**src/sv/c3cf_pkg.sv**
```systemverilog
// ----------------------------------------------------------------------------
// c3cf_pkg: shared types and constants of the 3x3 clamp filter
// Pixel, window and coefficient types, register map and reset values.
// ----------------------------------------------------------------------------
package c3cf_pkg;

    localparam int PIX_BITS      = 8;
    localparam int COEF_BITS     = 16;
    localparam int ROW_BITS      = 48;
    localparam int KERNEL_SIZE   = 3;
    localparam int WIN_TAPS      = KERNEL_SIZE * KERNEL_SIZE;
    localparam int WIDTH_BITS    = 11;
    localparam int HEIGHT_BITS   = 12;
    localparam int APB_ADDR_BITS = 6;
    localparam int APB_DATA_BITS = 64;
    localparam int PROD_BITS     = PIX_BITS + 1 + COEF_BITS;
    localparam int SUM_BITS      = PROD_BITS + 4;
    localparam int FRAC_BITS     = 8;
    localparam int MIN_DIM       = 3;

    localparam logic [2:0] REG_IMAGE_WIDTH  = 3'd0;
    localparam logic [2:0] REG_IMAGE_HEIGHT = 3'd1;
    localparam logic [2:0] REG_COEF_TOP     = 3'd2;
    localparam logic [2:0] REG_COEF_MID     = 3'd3;
    localparam logic [2:0] REG_COEF_BOTTOM  = 3'd4;

    localparam logic [WIDTH_BITS-1:0]  RST_IMAGE_WIDTH  = 11'd512;
    localparam logic [HEIGHT_BITS-1:0] RST_IMAGE_HEIGHT = 12'd512;
    localparam logic [ROW_BITS-1:0]    RST_COEF_TOP     = 48'h0;
    localparam logic [ROW_BITS-1:0]    RST_COEF_MID     = 48'h0000_0100_0000;
    localparam logic [ROW_BITS-1:0]    RST_COEF_BOTTOM  = 48'h0;

    localparam logic [PIX_BITS-1:0] PIX_MAX = 8'd255;

    typedef logic [PIX_BITS-1:0] t_pix;
    typedef t_pix [WIN_TAPS-1:0] t_win;
    typedef logic [ROW_BITS-1:0] t_coef_row;

    typedef struct packed {
        logic [WIDTH_BITS-1:0]  image_width;
        logic [HEIGHT_BITS-1:0] image_height;
        t_coef_row              coef_top;
        t_coef_row              coef_mid;
        t_coef_row              coef_bottom;
    } t_cfg;

    typedef struct packed {
        logic valid;
        logic eof;
    } t_kern_in;

endpackage

```
**src/sv/c3cf_kernel.sv**
```systemverilog
// ----------------------------------------------------------------------------
// c3cf_kernel: multiply, accumulate and clamp
// Registers nine pixel-coefficient products, then sums, floors and clamps
// into the result register.
// ----------------------------------------------------------------------------
module c3cf_kernel
    import c3cf_pkg::*;
(
    input  logic      i_clk,
    input  logic      i_rst_n,
    input  t_kern_in  i_ctl,
    input  t_win      i_win,
    input  t_cfg      i_cfg,
    output logic      o_ready,
    output logic      o_valid,
    input  logic      i_stall,
    output t_pix      o_filtered_value,
    output logic      o_end_of_frame
);

    logic signed [PROD_BITS-1:0] r_prod [WIN_TAPS];
    logic signed [PROD_BITS-1:0] n_prod [WIN_TAPS];
    logic                        r_s3_valid;
    logic                        r_s3_eof;
    logic                        r_o_valid;
    t_pix                        r_o_value;
    logic                        r_o_eof;
    logic signed [SUM_BITS-1:0]  sum;
    t_pix                        clamped;
    logic                        out_ready;
    logic                        load;
    logic                        s3_adv;
    t_coef_row                   rows [KERNEL_SIZE];

    assign out_ready = !r_o_valid || !i_stall;
    assign o_ready   = !r_s3_valid || out_ready;
    assign load      = i_ctl.valid && o_ready;
    assign s3_adv    = r_s3_valid && out_ready;

    assign rows[0] = i_cfg.coef_top;
    assign rows[1] = i_cfg.coef_mid;
    assign rows[2] = i_cfg.coef_bottom;

    always_comb begin
        for (int r = 0; r < KERNEL_SIZE; r++) begin
            for (int c = 0; c < KERNEL_SIZE; c++) begin
                n_prod[r*KERNEL_SIZE+c] =
                    $signed({1'b0, i_win[r*KERNEL_SIZE+c]})
                    * $signed(rows[r][c*COEF_BITS +: COEF_BITS]);
            end
        end
    end

    always_ff @(posedge i_clk) begin
        if (load) begin
            r_prod   <= n_prod;
            r_s3_eof <= i_ctl.eof;
        end
    end

    always_comb begin
        sum = '0;
        for (int i = 0; i < WIN_TAPS; i++) begin
            sum = sum + SUM_BITS'(r_prod[i]);
        end
    end

    always_comb begin
        priority if (sum[SUM_BITS-1]) begin
            clamped = '0;
        end else if (|sum[SUM_BITS-2:FRAC_BITS+PIX_BITS]) begin
            clamped = PIX_MAX;
        end else begin
            clamped = sum[FRAC_BITS+PIX_BITS-1:FRAC_BITS];
        end
    end

    always_ff @(posedge i_clk) begin
        if (!i_rst_n) begin
            r_s3_valid <= 1'b0;
            r_o_valid  <= 1'b0;
        end else begin
            if (load) begin
                r_s3_valid <= 1'b1;
            end else if (s3_adv) begin
                r_s3_valid <= 1'b0;
            end
            if (s3_adv) begin
                r_o_valid <= 1'b1;
            end else if (!i_stall) begin
                r_o_valid <= 1'b0;
            end
        end
    end

    always_ff @(posedge i_clk) begin
        if (s3_adv) begin
            r_o_value <= clamped;
            r_o_eof   <= r_s3_eof;
        end
    end

    assign o_valid          = r_o_valid;
    assign o_filtered_value = r_o_value;
    assign o_end_of_frame   = r_o_eof;

endmodule

```
**config.mk**
```make
export PLATFORM = sky130hd
export DESIGN_NAME = c3cf_kernel
export DESIGN_NICKNAME = d
export VERILOG_FILES = /design/src/sv/c3cf_pkg.sv /design/src/sv/c3cf_kernel.sv
export SDC_FILE = /design/constraint.sdc
export NUM_CORES = 2
export LEC_CHECK = 0
export BUFFER_PORTS_ARGS = -buffer_cell sky130_fd_sc_hd__clkbuf_2
export CAP_MARGIN = 20
export CORE_ASPECT_RATIO = 2
export CORE_UTILIZATION = 63
export DETAILED_ROUTE_END_ITERATION = 10
export HOLD_SLACK_MARGIN = 0.1
export PLACE_DENSITY = 0.8
export REMOVE_ABC_BUFFERS = 1
export SLEW_MARGIN = 20
export SYNTH_ARGS = -nofsm -noshare
export SYNTH_HDL_FRONTEND = slang
export SYNTH_SLANG_ARGS = --single-unit
export TNS_END_PERCENT = 50
```
**constraint.sdc**
```tcl
create_clock -name i_clk -period 11.8 [get_ports i_clk]
set_input_delay 0.59 -clock i_clk [delete_from_list [all_inputs] [get_ports i_clk]]
set_output_delay 0.59 -clock i_clk [all_outputs]
set_load 0.05 [all_outputs]
```
==> results.md <==
- RSZ-0062 raised after global routing: false
- Initial Util: approximately 64%
- Crit path top cell by count: fa_1
- # clock sinks: between 200 and 250
- Worst-Margin Slew: around 1.1 ns
- Worst path bufs/invs: 2
- Total number of vias: ~38000
- Max Fclk: between 150 and 200 MHz
- Port Buffer Count: 231
- Final Critical Period: 5.62 ns
- #FFs+latches synth: ~240
- Vias in the first global route: 42200
- Total grt overflow: 0
- CTS tree: done
- Root Driver: clkbuf_16
- CORE AREA: approximately 84000 um2
- Total GRT Usage: approximately a third
- Syn_area_per_cell: between 9 and 10 um2
- WS Path Type: register to register
- IO Count: around 260
- Remaining antenna violation count after routing: 0
- Non-Filler Instances: 6719
- Crit-path cells: fa_1 > fa_1 > fa_1 > inv_1 > fa_1 > inv_1 > ha_1 > nand4_1 > or2_1 > o21ai_1 > o21ai_1 > o21bai_1 > a21oi_1 > a21oi_1 > xor2_2 > o31a_1
- Syn-to-layout area delta: 5.83%
- Die H: just over 400 um
- Post-synth ARST share: 0%
- Max FO, Critical Path: 8
- DR iter-0 viols: around 1800
- Worst hold slack: 0.259 ns
- Fillers: 6478
- Final net count: about 7500
- Max Cap Violations: 0
- Met3 usage: 3.05%
- Startpoint Class: register
- Die area: roughly 85000 um2
- Critical Path Slowest Stage Cell: fa_1
- Final Max Tran Viols: 0
- Layout cells sized above 1: approximately 5.4%
- Register area share after synthesis: 13.4%
- Die width: about 210 um
- Most frequent cells in the layout: 1434 x inv_1, 1095 x fa_1, 723 x and2_1, 504 x nand2_1, 476 x ha_1
- GP Congestion: roughly 0.94
- Post-Layout Inst Area: ~56000 um2
- Commonest non-fill, non-tap cell in the layout: inv_1
- Drt total wl: between 100 and 150 mm
- Synth cell types: 73
- # hold bufs at CTS: 0
- Worst min path class: primary input to register
- Leading area contributor after synthesis: fa_1
- Mapped cell area: around 53000 um2
- Initial antenna violation count: 1
- Number of synthesized flops with an enable pin: 235
- GRT met1 Usage: between 30% and 40%
- Final hold violations: 0
- Final setup violation count: 0
- Met2 usage: between 60% and 70%
- Synth top area share: between 40% and 50%
- H-tree depth: 1
- Row Count: 150
- Largest net degree at the start of global routing: a little over 80
- Tcrit/Tclk final: a little under half
- Arrival @ worst endpoint: around 6 ns
- Inserted Clock Buffers: 25
- Clk slew on worst S/H paths: around 0.070 ns
- First-pass GRT wire length: roughly 210 mm
- 1st-pass router iterations: 6
- Grt peak-use layer: met2
- Gate count after technology mapping: roughly 5400
- CP peak stage delay: ~0.66 ns
- Inst Count DP: ~6700
- DR WL/cell: around 19 um
- Worst endpoint required time: about 12 ns
- Total of warnings raised by yosys: 0
- Hpwl dp: between 100 and 150 mm
- DRC Markers: 0
- Clock tree buffer depth: 3
- Worst slew margin: between 20 and 30%
- Diode count: 0
- Setup Fix Bufs, Post-CTS: 0
- DP Area: between 50000 and 60000 um2
- Synth Flop Type: edfxtp_1
- Worst Skew: around 0.016 ns
- Cell family with most CP delay: adder cells
- Crit. End Element: register
- Status: finished, final reports clean
- CTS resizes: 0
- Post-DR vias/cell: approximately 5.6
- Setup TNS: 0 ns
- Area contributors post-synth: fa_1 41%, edfxtp_1 13%, ha_1 11%
- Clock insertion delay at the later pin of the skew report: about 0.55 ns
==> stage by stage <==
step	util [%]	setup slack [ns]
2_1_floorplan	-	4.98
3_3_place_gp	66.2	5.83
3_5_place_dp	66.2	5.81
4_1_cts	67.2	6.20
5_1_grt	67.2	5.89
6_report	67.2	6.18
==> worst paths after layout <==
kind         cells past startpoint         from                   to  slack, ns
min reg2reg                      0     r_s3_eof       o_end_of_frame       0.46
max reg2reg                     16  r_prod[164]  o_filtered_value[7]       6.18
max                             16  r_prod[164]  o_filtered_value[7]       6.18
min                              1     i_ctl[0]             r_s3_eof       0.26
==> worst reg2reg max path, stage by stage (launching register included) <==
cell and delay, ns:
edfxtp_1 0.49, fa_1 0.66, fa_1 0.47, fa_1 0.56
inv_1 0.05, fa_1 0.48, inv_1 0.05, ha_1 0.40
nand4_1 0.28, or2_1 0.30, o21ai_1 0.29, o21ai_1 0.17
o21bai_1 0.22, a21oi_1 0.13, a21oi_1 0.25, xor2_2 0.19
o31a_1 0.36
==> state kept, by name, summed over array words and instances (netlist names) <==
name	flops
r_s3_valid	1
o_valid	1
o_filtered_value	8
r_prod	225
o_end_of_frame	1
r_s3_eof	1
==> routing by layer <==
metal  part of all wire, %  up-vias
met5                 0.010        -
met3                   4.1      519
li1                      -    16700
met2                    55     1199
met4                   8.9        2
met1                    32    19100
==> cell families (layout without fill, tap and decap cells) <==
| family | count (synthesis) | after routing | synth area share, % |
|---|---|---|---|
| AO/OA/AOI/OAI | 366 | 366 | 4.57 |
| XOR/XNOR | 213 | 213 | 3.56 |
| adder cells (fa/ha/maj) | 1571 | 1571 | 52.5 |
| buffers and inverters | 1508 | 1714 | 10.7 |
| flip-flops | 237 | 237 | 13.4 |
| AND/OR/NAND/NOR | 1554 | 1554 | 15.3 |
==> synthesized netlist by cell type (all sizes together) (11+ instances only) <==
cell and instances:
xor2 53, o21bai 12, fa 1095, o21ai 75
nor3 54, xnor2 160, o211ai 11, nand2 504
nor2b 26, ha 476, a21oi 115, edfxtp 235
or3 19, inv 1434, and3 18, nand3 42
nor2 106, and2 724, nand2b 27, o21a 20
a31oi 18, a21o 37, clkbuf 73
==> final cells by class <==
class                      count  area (um2)  area share [%]
inverter                    1435        5390            9.59
timing repair buffer         234        1180            2.10
sequential                   237        7100            12.6
clock inverter                19         224           0.399
tap                         1064        1330            2.37
multi-input combinational   3704       40300            71.8
clock buffer                  26         629            1.12
Power is left out: the tool's default activity adds up to more than one toggle a clock period on the data nets, which glitch-free logic cannot reach.
