`config.mk`:
```
export PLATFORM = sky130hd
export DESIGN_NAME = c3cf_regs
export DESIGN_NICKNAME = d
export VERILOG_FILES = /design/src/sv/c3cf_pkg.sv /design/src/sv/c3cf_regs.sv
export SDC_FILE = /design/constraint.sdc
export NUM_CORES = 1
export LEC_CHECK = 0
export CORE_ASPECT_RATIO = 2
export CORE_MARGIN = 8
export CORE_UTILIZATION = 55
export DETAILED_ROUTE_END_ITERATION = 10
export DONT_BUFFER_PORTS = 1
export MAX_ROUTING_LAYER = met4
export PLACE_DENSITY = 0.7
export SLEW_MARGIN = 40
export SYNTH_ARGS = -nofsm -noshare
export SYNTH_HDL_FRONTEND = slang
export SYNTH_SLANG_ARGS = --single-unit
export TNS_END_PERCENT = 1
```
`constraint.sdc`:
```
create_clock -name i_clk -period 3.2 [get_ports i_clk]
set_input_delay 0.96 -clock i_clk [delete_from_list [all_inputs] [get_ports i_clk]]
set_output_delay 0.96 -clock i_clk [all_outputs]
set_load 0.03 [all_outputs]
```
`src/sv/c3cf_pkg.sv`:
```
// ----------------------------------------------------------------------------
// c3cf_pkg: shared types and constants of the 3x3 clamp filter
// Pixel, window and coefficient types, register map and reset values.
// ----------------------------------------------------------------------------
package c3cf_pkg;

    localparam int PIX_BITS      = 8;
    localparam int COEF_BITS     = 16;
    localparam int ROW_BITS      = 48;
    localparam int KERNEL_SIZE   = 3;
    localparam int WIN_TAPS      = KERNEL_SIZE * KERNEL_SIZE;
    localparam int WIDTH_BITS    = 11;
    localparam int HEIGHT_BITS   = 12;
    localparam int APB_ADDR_BITS = 6;
    localparam int APB_DATA_BITS = 64;
    localparam int PROD_BITS     = PIX_BITS + 1 + COEF_BITS;
    localparam int SUM_BITS      = PROD_BITS + 4;
    localparam int FRAC_BITS     = 8;
    localparam int MIN_DIM       = 3;

    localparam logic [2:0] REG_IMAGE_WIDTH  = 3'd0;
    localparam logic [2:0] REG_IMAGE_HEIGHT = 3'd1;
    localparam logic [2:0] REG_COEF_TOP     = 3'd2;
    localparam logic [2:0] REG_COEF_MID     = 3'd3;
    localparam logic [2:0] REG_COEF_BOTTOM  = 3'd4;

    localparam logic [WIDTH_BITS-1:0]  RST_IMAGE_WIDTH  = 11'd512;
    localparam logic [HEIGHT_BITS-1:0] RST_IMAGE_HEIGHT = 12'd512;
    localparam logic [ROW_BITS-1:0]    RST_COEF_TOP     = 48'h0;
    localparam logic [ROW_BITS-1:0]    RST_COEF_MID     = 48'h0000_0100_0000;
    localparam logic [ROW_BITS-1:0]    RST_COEF_BOTTOM  = 48'h0;

    localparam logic [PIX_BITS-1:0] PIX_MAX = 8'd255;

    typedef logic [PIX_BITS-1:0] t_pix;
    typedef t_pix [WIN_TAPS-1:0] t_win;
    typedef logic [ROW_BITS-1:0] t_coef_row;

    typedef struct packed {
        logic [WIDTH_BITS-1:0]  image_width;
        logic [HEIGHT_BITS-1:0] image_height;
        t_coef_row              coef_top;
        t_coef_row              coef_mid;
        t_coef_row              coef_bottom;
    } t_cfg;

    typedef struct packed {
        logic valid;
        logic eof;
    } t_kern_in;

endpackage

```
`src/sv/c3cf_regs.sv`:
```
// ----------------------------------------------------------------------------
// c3cf_regs: configuration register file
// APB-style write and read of frame size and kernel coefficient rows.
// ----------------------------------------------------------------------------
module c3cf_regs
    import c3cf_pkg::*;
(
    input  logic                     i_clk,
    input  logic                     i_rst_n,
    input  logic                     psel,
    input  logic                     penable,
    input  logic                     pwrite,
    input  logic [APB_ADDR_BITS-1:0] paddr,
    input  logic [APB_DATA_BITS-1:0] pwdata,
    output logic [APB_DATA_BITS-1:0] prdata,
    output logic                     pready,
    output t_cfg                     o_cfg
);

    t_cfg       r_cfg;
    logic [2:0] reg_index;
    logic       wr_en;

    assign reg_index = paddr[APB_ADDR_BITS-1:3];
    assign pready    = 1'b1;
    assign wr_en     = psel && penable && pwrite && pready;

    always_ff @(posedge i_clk) begin
        if (!i_rst_n) begin
            r_cfg.image_width  <= RST_IMAGE_WIDTH;
            r_cfg.image_height <= RST_IMAGE_HEIGHT;
            r_cfg.coef_top     <= RST_COEF_TOP;
            r_cfg.coef_mid     <= RST_COEF_MID;
            r_cfg.coef_bottom  <= RST_COEF_BOTTOM;
        end else if (wr_en) begin
            unique case (reg_index)
                REG_IMAGE_WIDTH:  r_cfg.image_width  <= pwdata[WIDTH_BITS-1:0];
                REG_IMAGE_HEIGHT: r_cfg.image_height <= pwdata[HEIGHT_BITS-1:0];
                REG_COEF_TOP:     r_cfg.coef_top     <= pwdata[ROW_BITS-1:0];
                REG_COEF_MID:     r_cfg.coef_mid     <= pwdata[ROW_BITS-1:0];
                REG_COEF_BOTTOM:  r_cfg.coef_bottom  <= pwdata[ROW_BITS-1:0];
                default: ;
            endcase
        end
    end

    always_comb begin
        unique case (reg_index)
            REG_IMAGE_WIDTH:  prdata = APB_DATA_BITS'(r_cfg.image_width);
            REG_IMAGE_HEIGHT: prdata = APB_DATA_BITS'(r_cfg.image_height);
            REG_COEF_TOP:     prdata = APB_DATA_BITS'(r_cfg.coef_top);
            REG_COEF_MID:     prdata = APB_DATA_BITS'(r_cfg.coef_mid);
            REG_COEF_BOTTOM:  prdata = APB_DATA_BITS'(r_cfg.coef_bottom);
            default:          prdata = '0;
        endcase
    end

    assign o_cfg = r_cfg;

endmodule

```
==> results.yml, run 1 <==
run_status:
  status: "completed"
timing:
  fin_crit_sh: 0.8903
  worst_pin_slew_ns: 0.7231
  period_minus_slack_ns: 2.849
  setup_ws_ns: 0.3511
  relSlewSlack: 0.5153
  max_freq_ghz: 0.3510
  rsz0062_at_grt: "false"
  setup_viol: 0
  hold_viol: 0
  slew_violations: 0
  setup_tns_ns: 0
  clock_skew_ns: 0
worst_setup_path:
  timing.critical_path.buf_inv: 2
  cp_max_fo: 25
  worstRegToRegCells: 2
  cp_top_family: "buffers and inverters"
  startpoint: "paddr[5]"
  start_kind: "primary input"
  critPathArrivalTime_ns: 1.89
  r2r_start: "o_cfg[139]"
  worstSetupEndpoint: "prdata[33]"
  cp_slowest_stage_delay_ns: 0.32
  path_cells: "nand2b_2 -> buf_12 -> o21ai_1 -> buf_4"
  reg2reg_slack_ns: 2.27
  critical_path_depth: 4
  critical_path_required_ns: 2.24
  rr_endpoint: "o_cfg[139]"
  end_kind: "primary output"
  slowest_stage: "nand2b_2"
  criticalPathCategory: "primary input to primary output"
logic_synthesis:
  synth_cell_types: 28
  post_synth.cell_area_avg_um2: 9.330
  synth_area_leader_cell: "dfxtp_1"
  netlist_instances: 804
  yosys_warnings: 0
  synth_top_area_share: 0.4457
  syn-cell-area_um2: 7501
  ys_seq_area_frac: 0.4457
  ys_top_cells_by_area: "dfxtp_1, mux2i_1, nand2_1"
  synth-seq-cells: 167
power:
  p_leak_nw: 3.031
  total_power_w: 0.004344
  ir_worst_vdd_v: 0.0004072
  p_per_area_nw_per_um2: 518.4
clock_tree:
  cts_setup_buffers: 0
  cts_buffer_depth: 2
  cts_made_buffers: 17
  cts_resized: 0
  tritoncts: "yes"
  cts_num_sinks: 167
  htree_levels: 4
  clk_pin_slew_worst_paths_ns: 0.07
  postCtsHoldBufs: 0
  cts_root_buf: "clkbuf_16"
  insertion_delay_ns: 0.41
finish:
  layout_commonest_cell: "nand2_1"
  layout_common_cells: "nand2_1, mux2i_1, dfxtp_1"
  drive_gt1_frac: 0.1167
  layout.nets: 893
  largest_register_ffs: 167
  syn2layout_area_growth_pct: 11.73
  final_cells: 986
  n_antenna_cell: 0
global_routing:
  antenna_found_initial: 0
  grt_pass1_wl_um: 33840
  grt_max_degree: 217
  grt_pass1_vias: 6172
  grt_usage: 0.2446
  grt-ovfl-total: 0
routing:
  routed_wl_um: 22080
  via_count: 5889
  vias_per_cell: 5.973
  first_iter_violations: 231
  dr.pass1.iters: 4
  drcViolationCount: 0
  ant_nets: 0
  routedWlPerCell_um: 22.39
die:
  die_x_um: 98.58
  die_h_um: 181.2
  fp.coreArea_um2: 13360
  pin_count: 307
  die_area_um2: 17860
  initial_core_util: 0.5613
  rows: 60
flow_run:
  drv_cap: 0
placed_design:
  portBuffers: 0
  pre_cts_slack_ns: 0.3507
  hpwl_um: 15560
  place_congestion: 0.8694
  dp.cells: 954
worst_hold_path:
  min_path_type: "register to register"
## power by group
group | internal, W | switching, W | total (W) | leakage, nW
combinational | 0.0000585 | 0.000115 | 0.000173 | 1.41
sequential | 0.00209 | 0.0000477 | 0.00214 | 1.35
clock | 0.00116 | 0.000865 | 0.00203 | 0.274
## final cells by class
cell class / count / area [um2]
clock buffer: 20 / 436.7
clock inverter: 12 / 142.6
fill: 1136 / 4982
inverter: 1 / 3.754
multi-input combinational: 570 / 3765
sequential: 167 / 3343
tap: 155 / 193.9
timing repair buffer: 61 / 495.5
## tightest hold or removal path: cells and delay by family, from the launching register on
family	cells	cell delay, ns
DFF	1	0.42
and+or+nand+nor	1	0.10
muxes	1	0.05
## synth_stat cells
master / n
or3b_1: 1
nor3b_2: 1
nand2b_1: 1
dfxtp_1: 167
o21ai_1: 37
nor3b_4: 1
and4_1: 1
nor3b_1: 1
a21o_1: 1
buf_2: 12
inv_1: 1
nand3b_1: 2
o311ai_1: 1
buf_12: 3
nand2_1: 249
nor2b_1: 5
buf_4: 27
mux2i_1: 202
buf_1: 3
nand4b_4: 1
nor2_1: 2
o22ai_1: 11
a21oi_1: 1
clkbuf_1: 36
a22oi_1: 22
conb_1: 2
mux2_1: 12
nor3_1: 1
## metal layers
| layer | wire [um] | global-route usage | part of all wire |
|---|---|---|---|
| met2 | 11670 | 0.4319 | 0.53 |
| met4 | 832 | 0.1319 | 0.038 |
| met1 | 7513 | 0.2214 | 0.34 |
| met5 | 0 | - | 0 |
| met3 | 2065 | 0.08972 | 0.094 |
## worst min path at each step
| stage | to | start | slack, ns | cells past startpoint |
|---|---|---|---|---|
| 5_1_grt | o_cfg[78] | o_cfg[78] | 0.64 | 2 |
| 2_1_floorplan | o_cfg[100] | o_cfg[100] | 0.59 | 2 |
| 4_1_cts | o_cfg[115] | o_cfg[115] | 0.62 | 2 |
| 3_5_place_dp | o_cfg[115] | o_cfg[115] | 0.61 | 2 |
| 6_report | o_cfg[115] | o_cfg[115] | 0.62 | 2 |
| 3_3_place_gp | o_cfg[83] | o_cfg[83] | 0.60 | 2 |
## metrics by stage
step	hold slack, ns	utilization	instance area [um2]
finish	0.6205	0.6272	8381
CTS	0.6216	0.6272	8381
detailed placement	0.6116	0.5838	7801
global route	0.6399	0.6272	8381
floorplan	0.5898	-	7557
global placement	0.6037	0.5838	7801
## cell families (layout without fill, tap and decap cells)
| group | Yosys count | after routing | share of synthesized area |
|---|---|---|---|
| simple gates | 266 | 266 | 0.1440 |
| compound gates | 73 | 73 | 0.05872 |
| other cells | 2 | 17 | 0.001001 |
| flops | 167 | 167 | 0.4457 |
| mux | 214 | 214 | 0.2876 |
| buf+inv | 82 | 94 | 0.06305 |
Power figures use the tool's default switching activity.
==> inputs of run 2 (changes only) <==
CTS_BUF_LIST = sky130_fd_sc_hd__clkbuf_8   (was not set)
REMOVE_ABC_BUFFERS = 1   (was not set)
==> results.yml, run 2 (synthesis results as in run 1) <==
run_status:
  status: "completed"
clock_tree:
  postCtsHoldBufs: 0
  tritoncts: "yes"
  cts_made_buffers: 17
  cts_root_buf: "clkbuf_8"
  cts_buffer_depth: 2
  cts_setup_buffers: 0
  insertion_delay_ns: 0.43
  htree_levels: 4
  cts_num_sinks: 167
  cts_resized: 0
  clk_pin_slew_worst_paths_ns: 0.09
finish:
  n_antenna_cell: 0
  final_core_util: 0.6105
  layout.nets: 893
  layout_common_cells: "nand2_1, mux2i_1, dfxtp_1"
  drive_gt1_frac: 0.1191
  largest_register_ffs: 167
  fill_cells: 1129
  layout_commonest_cell: "nand2_1"
  syn2layout_area_growth_pct: 8.757
routing:
  routedWlPerCell_um: 22.16
  via_count: 5907
  vias_per_cell: 5.991
  first_iter_violations: 239
  ant_nets: 0
  dr.pass1.iters: 5
  routed_wl_um: 21850
  drcViolationCount: 0
die:
  die_x_um: 98.58
  die_area_um2: 17860
  rows: 60
  initial_core_util: 0.5613
  fp.coreArea_um2: 13360
  die_h_um: 181.2
  pin_count: 307
worst_setup_path:
  reg2reg_slack_ns: 2.29
  worstRegToRegCells: 2
  end_kind: "primary output"
  cp_max_fo: 57
  criticalPathCategory: "primary input to primary output"
  start_kind: "primary input"
  r2r_start: "o_cfg[120]"
  rr_endpoint: "o_cfg[120]"
  critPathArrivalTime_ns: 1.93
  critical_path_required_ns: 2.24
global_routing:
  grt_max_degree: 217
  antenna_found_initial: 0
  grt-ovfl-total: 0
  grt_pass1_wl_um: 32990
  grt_usage: 0.2398
  grt_pass1_vias: 5960
placed_design:
  place_congestion: 0.8566
  portBuffers: 0
  hpwl_um: 15360
power:
  combPwrFrac: 0.046
  p_leak_nw: 2.939
  total_power_w: 0.003723
  seqPwrFrac: 0.575
  p_sw_frac: 0.2664
  power_switching_w: 0.0009918
  clkPwrFrac: 0.379
  ir_worst_vdd_v: 0.0004413
  p_per_area_nw_per_um2: 456.3
  internal_power_w: 0.002731
worst_hold_path:
  min_path_cells: 2
  min_to: "o_cfg[104]"
  hp-start: "o_cfg[104]"
  min_path_type: "register to register"
timing:
  fin_crit_sh: 0.9041
  clock_skew_ns: 0
  period_minus_slack_ns: 2.893
  relSlewSlack: 0.6666
  max_freq_ghz: 0.3456
  setup_viol: 0
  rsz0062_at_grt: "false"
  slew_violations: 0
  worst_pin_slew_ns: 0.5001
  hold_viol: 0
flow_run:
  drv_cap: 0
-- run 2: changes by cell type in the layout (fill, tap and decap cells not counted), moves of 2 or more --
cell	previous run	this run
clkbuf_8	0	18
clkbuf_16	17	0
clkbuf_1	3	0
bufinv_16	2	0
clkinv_4	2	4
inv_8	1	3
-- run 2: cell type report --
cell class / instances / area [um2] / share of cell area
Timing Repair Buffer: 61 / 483.0 / 0.05920
Multi-Input combinational cell: 570 / 3767 / 0.4618
Tap cell: 155 / 193.9 / 0.02377
Clock buffer: 18 / 247.7 / 0.03037
Sequential cell: 167 / 3343 / 0.4098
Clock inverter: 14 / 118.9 / 0.01457
Inverter: 1 / 3.754 / 0.0004601
-- run 2: worst max path at each step --
| stage | start | end | slack [ns] | cells past startpoint |
|---|---|---|---|---|
| final | paddr[3] | prdata[13] | 0.31 | 5 |
| after CTS | paddr[4] | prdata[14] | 0.35 | 5 |
| after floorplan | paddr[5] | o_cfg[48] | -1.25 | 3 |
| after global placement | paddr[4] | prdata[32] | 0.40 | 5 |
| after detailed placement | paddr[4] | prdata[14] | 0.35 | 5 |
| after global routing | paddr[3] | prdata[36] | 0.27 | 5 |
-- run 2: critical path, cell delays in order --
cell     delay, ns
nor3b_4       0.19
buf_4         0.34
nand2_1       0.11
o21ai_1       0.10
buf_4         0.18
-- run 2: power by group through the flow --
stage               clock network (W)  registers (W)  logic, W
finish                        0.00141        0.00214  0.000171
global route                  0.00152        0.00214  0.000182
CTS                           0.00145        0.00214  0.000171
detailed placement                  0        0.00219  0.000171
global placement                    0        0.00219  0.000164
floorplan                           0        0.00218  0.000130
-- run 2: stage by stage --
stage / area (um2) / hold slack, ns / std cells / worst slack (ns) / setup TNS (ns)
6_report: 8158 / 0.6207 / 986 / 0.3068 / 0
5_1_grt: 8158 / 0.6483 / 986 / 0.2719 / 0
4_1_cts: 8158 / 0.6118 / 986 / 0.3459 / 0
3_5_place_dp: 7791 / 0.6093 / 954 / 0.3534 / 0
3_3_place_gp: 7791 / 0.6037 / 954 / 0.3958 / 0
2_1_floorplan: 7088 / 0.5850 / 738 / -1.252 / -144.15
-- run 2: metal layers --
layer,vias to the layer above,GRT usage,part of all wire
li1,2717,-,-
met1,2866,0.2141,0.34
met2,266,0.4259,0.53
met3,58,0.08548,0.089
met4,0,0.1350,0.043
met5,-,-,0
